==> config.mk <==
export PLATFORM = sky130hd
export DESIGN_NAME = sti_fifo
export DESIGN_NICKNAME = d
export VERILOG_FILES = /design/src/design/sti_pkg.sv /design/src/design/sti_fifo.sv
export SDC_FILE = /design/constraint.sdc
export NUM_CORES = 1
export LEC_CHECK = 0
export ABC_AREA = 1
export BUFFER_PORTS_ARGS = -buffer_cell sky130_fd_sc_hd__buf_2
export CAP_MARGIN = 20
export CORE_UTILIZATION = 50
export DETAILED_ROUTE_END_ITERATION = 10
export GPL_TIMING_DRIVEN = 0
export PLACE_DENSITY = 0.71
export SETUP_SLACK_MARGIN = 0.5
export SLEW_MARGIN = 40
export SYNTH_ARGS = -nofsm -noshare
export SYNTH_HDL_FRONTEND = slang
export SYNTH_SLANG_ARGS = --single-unit
==> constraint.sdc <==
create_clock -name clk_i -period 27.1 [get_ports clk_i]
set_clock_uncertainty 0.2 [all_clocks]
set_input_delay 1.355 -clock clk_i [delete_from_list [all_inputs] [get_ports clk_i]]
set_output_delay 1.355 -clock clk_i [all_outputs]
set_load 0.05 [all_outputs]
==> src/design/sti_pkg.sv <==
// Shared types and widths for the sphere-triangle test.
// Holds the request and result structs and the front-to-back record.
// Depends on nothing.
`default_nettype none

package sti_pkg;

  localparam int COORD_W    = 16;
  localparam int RAD_W      = 15;
  localparam int DIF_W      = COORD_W + 1;
  localparam int DOT_W      = 2 * DIF_W + 2;
  localparam int CRS_W      = 2 * DIF_W + 1;
  localparam int VW         = 2 * CRS_W;
  localparam int DEN_W      = VW + 2;
  localparam int NUM_W      = VW + DIF_W + 3;
  localparam int LO_W       = CRS_W;
  localparam int QB         = COORD_W + 1;
  localparam int QS_W       = QB + 2;
  localparam int DIV_ST     = QB + 1;
  localparam int FIFO_DEPTH = 4;
  localparam int FIFO_AW    = 2;

  typedef logic [2:0][COORD_W-1:0] cvec_t;
  typedef logic [2:0][DIF_W-1:0]   dvec_t;

  typedef struct packed {
    logic [COORD_W-1:0] center_x;
    logic [COORD_W-1:0] center_y;
    logic [COORD_W-1:0] center_z;
    logic [COORD_W-1:0] vert_a_x;
    logic [COORD_W-1:0] vert_a_y;
    logic [COORD_W-1:0] vert_a_z;
    logic [COORD_W-1:0] vert_b_x;
    logic [COORD_W-1:0] vert_b_y;
    logic [COORD_W-1:0] vert_b_z;
    logic [COORD_W-1:0] vert_c_x;
    logic [COORD_W-1:0] vert_c_y;
    logic [COORD_W-1:0] vert_c_z;
  } sti_in_t;

  typedef struct packed {
    logic               hit;
    logic [COORD_W-1:0] closest_x;
    logic [COORD_W-1:0] closest_y;
    logic [COORD_W-1:0] closest_z;
  } sti_out_t;

  typedef struct packed {
    logic  direct;
    cvec_t s;
    cvec_t p;
  } sti_sb_t;

  typedef struct packed {
    sti_sb_t          sb;
    logic [VW-1:0]    w1;
    logic [VW-1:0]    w2;
    dvec_t            d1;
    dvec_t            d2;
    logic [DEN_W-1:0] den;
  } sti_rec_t;

endpackage

`default_nettype wire

==> src/design/sti_fifo.sv <==
// Short request queue between the front and back pipelines.
// Register-based, first word fall-through. Depends on sti_pkg.
`default_nettype none

module sti_fifo (
  input  logic              clk_i,
  input  logic              rst_ni,
  input  logic              in_valid_i,
  output logic              in_ready_o,
  input  sti_pkg::sti_rec_t in_data_i,
  output logic              out_valid_o,
  input  logic              out_ready_i,
  output sti_pkg::sti_rec_t out_data_o
);

  localparam int AW = sti_pkg::FIFO_AW;
  localparam int DP = sti_pkg::FIFO_DEPTH;

  sti_pkg::sti_rec_t mem_q [DP];
  logic [AW-1:0]     wr_q, rd_q;
  logic [AW:0]       cnt_q;
  logic              push, pop;

  assign in_ready_o  = cnt_q != (AW+1)'(DP);
  assign out_valid_o = cnt_q != '0;
  assign out_data_o  = mem_q[rd_q];
  assign push        = in_valid_i && in_ready_o;
  assign pop         = out_valid_o && out_ready_i;

  always_ff @(posedge clk_i or negedge rst_ni) begin
    if (!rst_ni) begin
      wr_q  <= '0;
      rd_q  <= '0;
      cnt_q <= '0;
    end else begin
      if (push) begin
        wr_q <= wr_q + 1'b1;
      end
      if (pop) begin
        rd_q <= rd_q + 1'b1;
      end
      unique case ({push, pop})
        2'b10:   cnt_q <= cnt_q + 1'b1;
        2'b01:   cnt_q <= cnt_q - 1'b1;
        default: cnt_q <= cnt_q;
      endcase
    end
  end

  always_ff @(posedge clk_i) begin
    if (push) begin
      mem_q[wr_q] <= in_data_i;
    end
  end

endmodule

`default_nettype wire

After elaboration in Yosys (flattened, before gate mapping). Memories as Yosys holds them, arrays and structs flattened. Cells that the tools add are included.

Bits in registers: 7. RAM bits: 1644. Input port bits: 415. Output and inout port bits: 413. Word-level logic and storage cells: 18. Memories: 1.

Memory list: mem_q (words 4, bits a word 411, rd ports 1, clocked after memory_dff 0, write ports 1, line sti_fifo.sv:19) `sti_pkg::sti_rec_t mem_q [DP];`.

Add/sub/neg operators: 4. Equal/unequal tests: 3. Muxes and demuxes: 3. Reductions and logical operators: 4.

Operators by type and width (count): case mux 3 bit (2 select lines) (1); adder 2 x 1 -> 2 bit, second input constant (2); adder 3 x 1 -> 3 bit, second input constant (1); != test 3 bit, second input constant (1); nonzero test 3 bit (1); subtractor 3 x 1 -> 3 bit, second input constant (1); equality test 2 x 1 -> 1 bit, second input constant (1); equality test 2 bit, second input constant (1); logical AND 1 bit (2); 2-to-1 mux 1 bit (2); nonzero test 2 bit (1).

Longest topological paths before layout.
Word-level depth: 4. Gate-level depth with buffers: 12. Depth with buffers taken out: 12.

Least setup slack after synthesis. Ideal clock, no wire load.

Kind: input to register. Start: input port in_valid_i. End: memory mem_q[0][0] (netlist bit) (enable). Arrival: 18.582 ns. Required time: 25.704 ns. Setup slack: 7.122 ns. Cell stages on the path: 2. Path through: nand2_1 nor2_1.

Word-level cells in the longest chain between the ends: 3.

Ends and longest elaborated chain: start: declaration (line sti_fifo.sv:8) `input logic in_valid_i,`; logical AND 1 bit (line sti_fifo.sv:27) `assign push = in_valid_i && in_ready_o;`; 2-to-1 mux 1 bit (line sti_fifo.sv:51) `if (push) begin`; 2-to-1 mux 1 bit (implied by the code) (line sti_fifo.sv:52) `mem_q[wr_q] <= in_data_i;`; end: declaration (line sti_fifo.sv:19).

Every way passes these cells.

==> run metrics <==
H-tree levels=4; first-pass GRT wire length=259000 um; CTS root buffer=clkbuf_16; crit path capture type=output pin; Worst Setup SP=rd_q[0]; fmax=206 MHz; final worst-path cycle share=0.179; total clock sinks=1651; Fin. Hold Viols=0; Residual DRC=0; maximum VDD drop=0.109 mV; pwr dens=132 nW/um^2; LEAKAGE=32.0 nW; CTS resizes=0; final worst path period need=4860 ps; nets@finish=6393; layout cell share with drive strength beyond 1=0.224; worst r2r src=cnt_q[0]; crit path DAT=3300 ps; met2 wire len=86500 um; Vert. Die Dim=363 um; TritonCTS buffer count=166; Initial DRC Count=4002; worst slew pin tran=882 ps; clock insertion delay at the later pin of the skew report=800 ps; Post-Synth XOR/XNOR Area=0.000135; largest net degree at the start of global routing=19; Final setup viols=0; DR vias/cell=5.34; Antenna Violating Nets Remaining=0; via count of the first global-routing pass=40800; Mapped Cells=4854; Yosys reg bits=1651; DRT Wirelength=179000 um; Area Growth Syn to Fin=22.2%; Placeable Area=128000 um^2; worst r2r path cells=12; Initial Util=0.507; register area=49500 um^2; TritonCTS clock tree=yes; Post-Synth Adder-Cell Area=0.00127; all-layer global routing usage=0.268; R2R Path End=mem_q[0][194]; commonest non-fill, non-tap cell in the layout=edfxtp_1; hold buffers post-CTS=0; dpl hpwl=126000 um; setup TNS=0 ps; number of port buffers=827; post-synthesis cell type count=18; Yosys warnings=0; flop-to-flop setup slack=23460 ps; full die area=131000 um^2; Startpoint Class=register; clock-pin slew on the worst setup and hold paths=60 ps; vias=42100; highest routed layer=met5; slew margin rel.=0.412; outcome=finished, final reports clean; area of the multi-input gates=11000 um^2; FP Rows=131; crit path kind=register to output pin; postcts setup bufs=0; area share of and/or/nand/nor cells after synthesis=0.0731; # IOs=828; most frequent cells in the layout=1644 x edfxtp_1, 1251 x nand2_1, 992 x buf_2, 835 x inv_1, 822 x o211ai_1; unrepaired setup endpoints after global routing=no; Filler Cell Count=9502; GP Congestion=0.839; Synth Cell Area=65000 um^2; Final Util=0.620; MaxCap Viol Count=0; Pre-antenna DRT Iters=7; Slew Limit Fails=0; Critical Path RT=25550 ps; total grt overflow=0; Synth Area in Compound Gates=0.0950; Die W=363 um; worst-path maximum fanout=10; initial antenna violation count=88; Mean Syn Cell Area=13.4 um^2; clk buf depth=3; M1 WL=67500 um; post-synthesis mux area share=0; Seq/Total Area, Yosys=0.762; met3 wire length=15900 um; Min-Delay Path Class=primary input to asynchronous set/reset pin; largest family of logic cells by synthesized area=compound AO/OA/AOI/OAI gates; post-synth net total=5275; Avg WL per Cell=22.7 um
registers in the layout, indices dropped and copies added (netlist names):
name   count
cnt_q      3
wr_q       2
rd_q       2
mem_q   1644
cell type report:
cell class / instances / area share
sequential: 1651 / 0.624
multi-input combinational: 2093 / 0.139
timing repair buffer: 950 / 0.0860
clock buffer: 195 / 0.0539
inverter: 837 / 0.0396
tap: 1729 / 0.0272
buffer: 273 / 0.0162
clock inverter: 106 / 0.0126
antenna: 54 / 0.00170
worst max-delay path by stage:
stage | to | slack, ps | cells past startpoint
3_3_place_gp | mem_q[0][206] | -7170 | 3
4_1_cts | out_data_o[10] | 22080 | 7
2_1_floorplan | mem_q[0][0] | 7120 | 2
5_1_grt | out_data_o[10] | 22000 | 7
6_report | out_data_o[10] | 22240 | 7
3_5_place_dp | mem_q[0][206] | 22650 | 11
Yosys cell counts:
cell / instances / area [um^2]
nor2_1: 4 / 15.0
inv_1: 835 / 3130
o21ai_0: 1 / 5.00
o211ai_1: 822 / 6170
nand3_1: 7 / 35.0
clkbuf_1: 77 / 289
nand2_1: 1251 / 4700
xnor2_1: 1 / 8.76
buf_4: 12 / 90.1
buf_6: 1 / 11.3
fa_1: 1 / 20.0
dfrtp_1: 7 / 175
nand4_1: 1 / 6.26
edfxtp_1: 1644 / 49400
buf_2: 165 / 826
inv_2: 2 / 7.51
ha_1: 5 / 62.6
buf_1: 18 / 67.6
worst max-delay path, cell delays in order (launching register included):
cell and delay, ps:
dfrtp_1 410, inv_2 210, buf_2 400, clkbuf_1 600
nand2_1 100, o211ai_1 110, nand2_1 310, buf_2 360
per-layer routing:
layer | global-route usage | up-vias
met1 | 0.326 | 20400
met4 | 0.145 | 48
met2 | 0.432 | 1764
li1 | - | 19400
met3 | 0.0771 | 457
met5 | 0 | -
cell families (layout without fill, tap and decap cells):
kind of cell,count (synthesis),after routing
flops,1651,1651
simple gates,1263,1263
buf+inv,1110,2361
compound gates,823,823
fa+ha+maj,6,6
xor+xnor,1,1
other cells,0,54
report_power, final:
group,switching [mW],total [mW],internal (mW)
registers,0.0986,3.44,3.34
clock network,0.958,2.23,1.27
logic,3.75,4.85,1.10
per-stage QoR:
| stage | setup slack (ps) | power [mW] | hold slack, ps | instance area (um^2) | cells |
|---|---|---|---|---|---|
| final | 22240 | 10.5 | 184 | 79400 | 7888 |
| after global routing | 22000 | 10.9 | 151 | 79400 | 7875 |
| after CTS | 22080 | 10.5 | 118 | 79300 | 7834 |
| after detailed placement | 22650 | 8.33 | 279 | 74000 | 7533 |
| after global placement | -7170 | 8.70 | 265 | 71300 | 7410 |
| after floorplan | 7120 | 6.97 | 246 | 65000 | 4854 |
(Power assumes the default switching activity.)
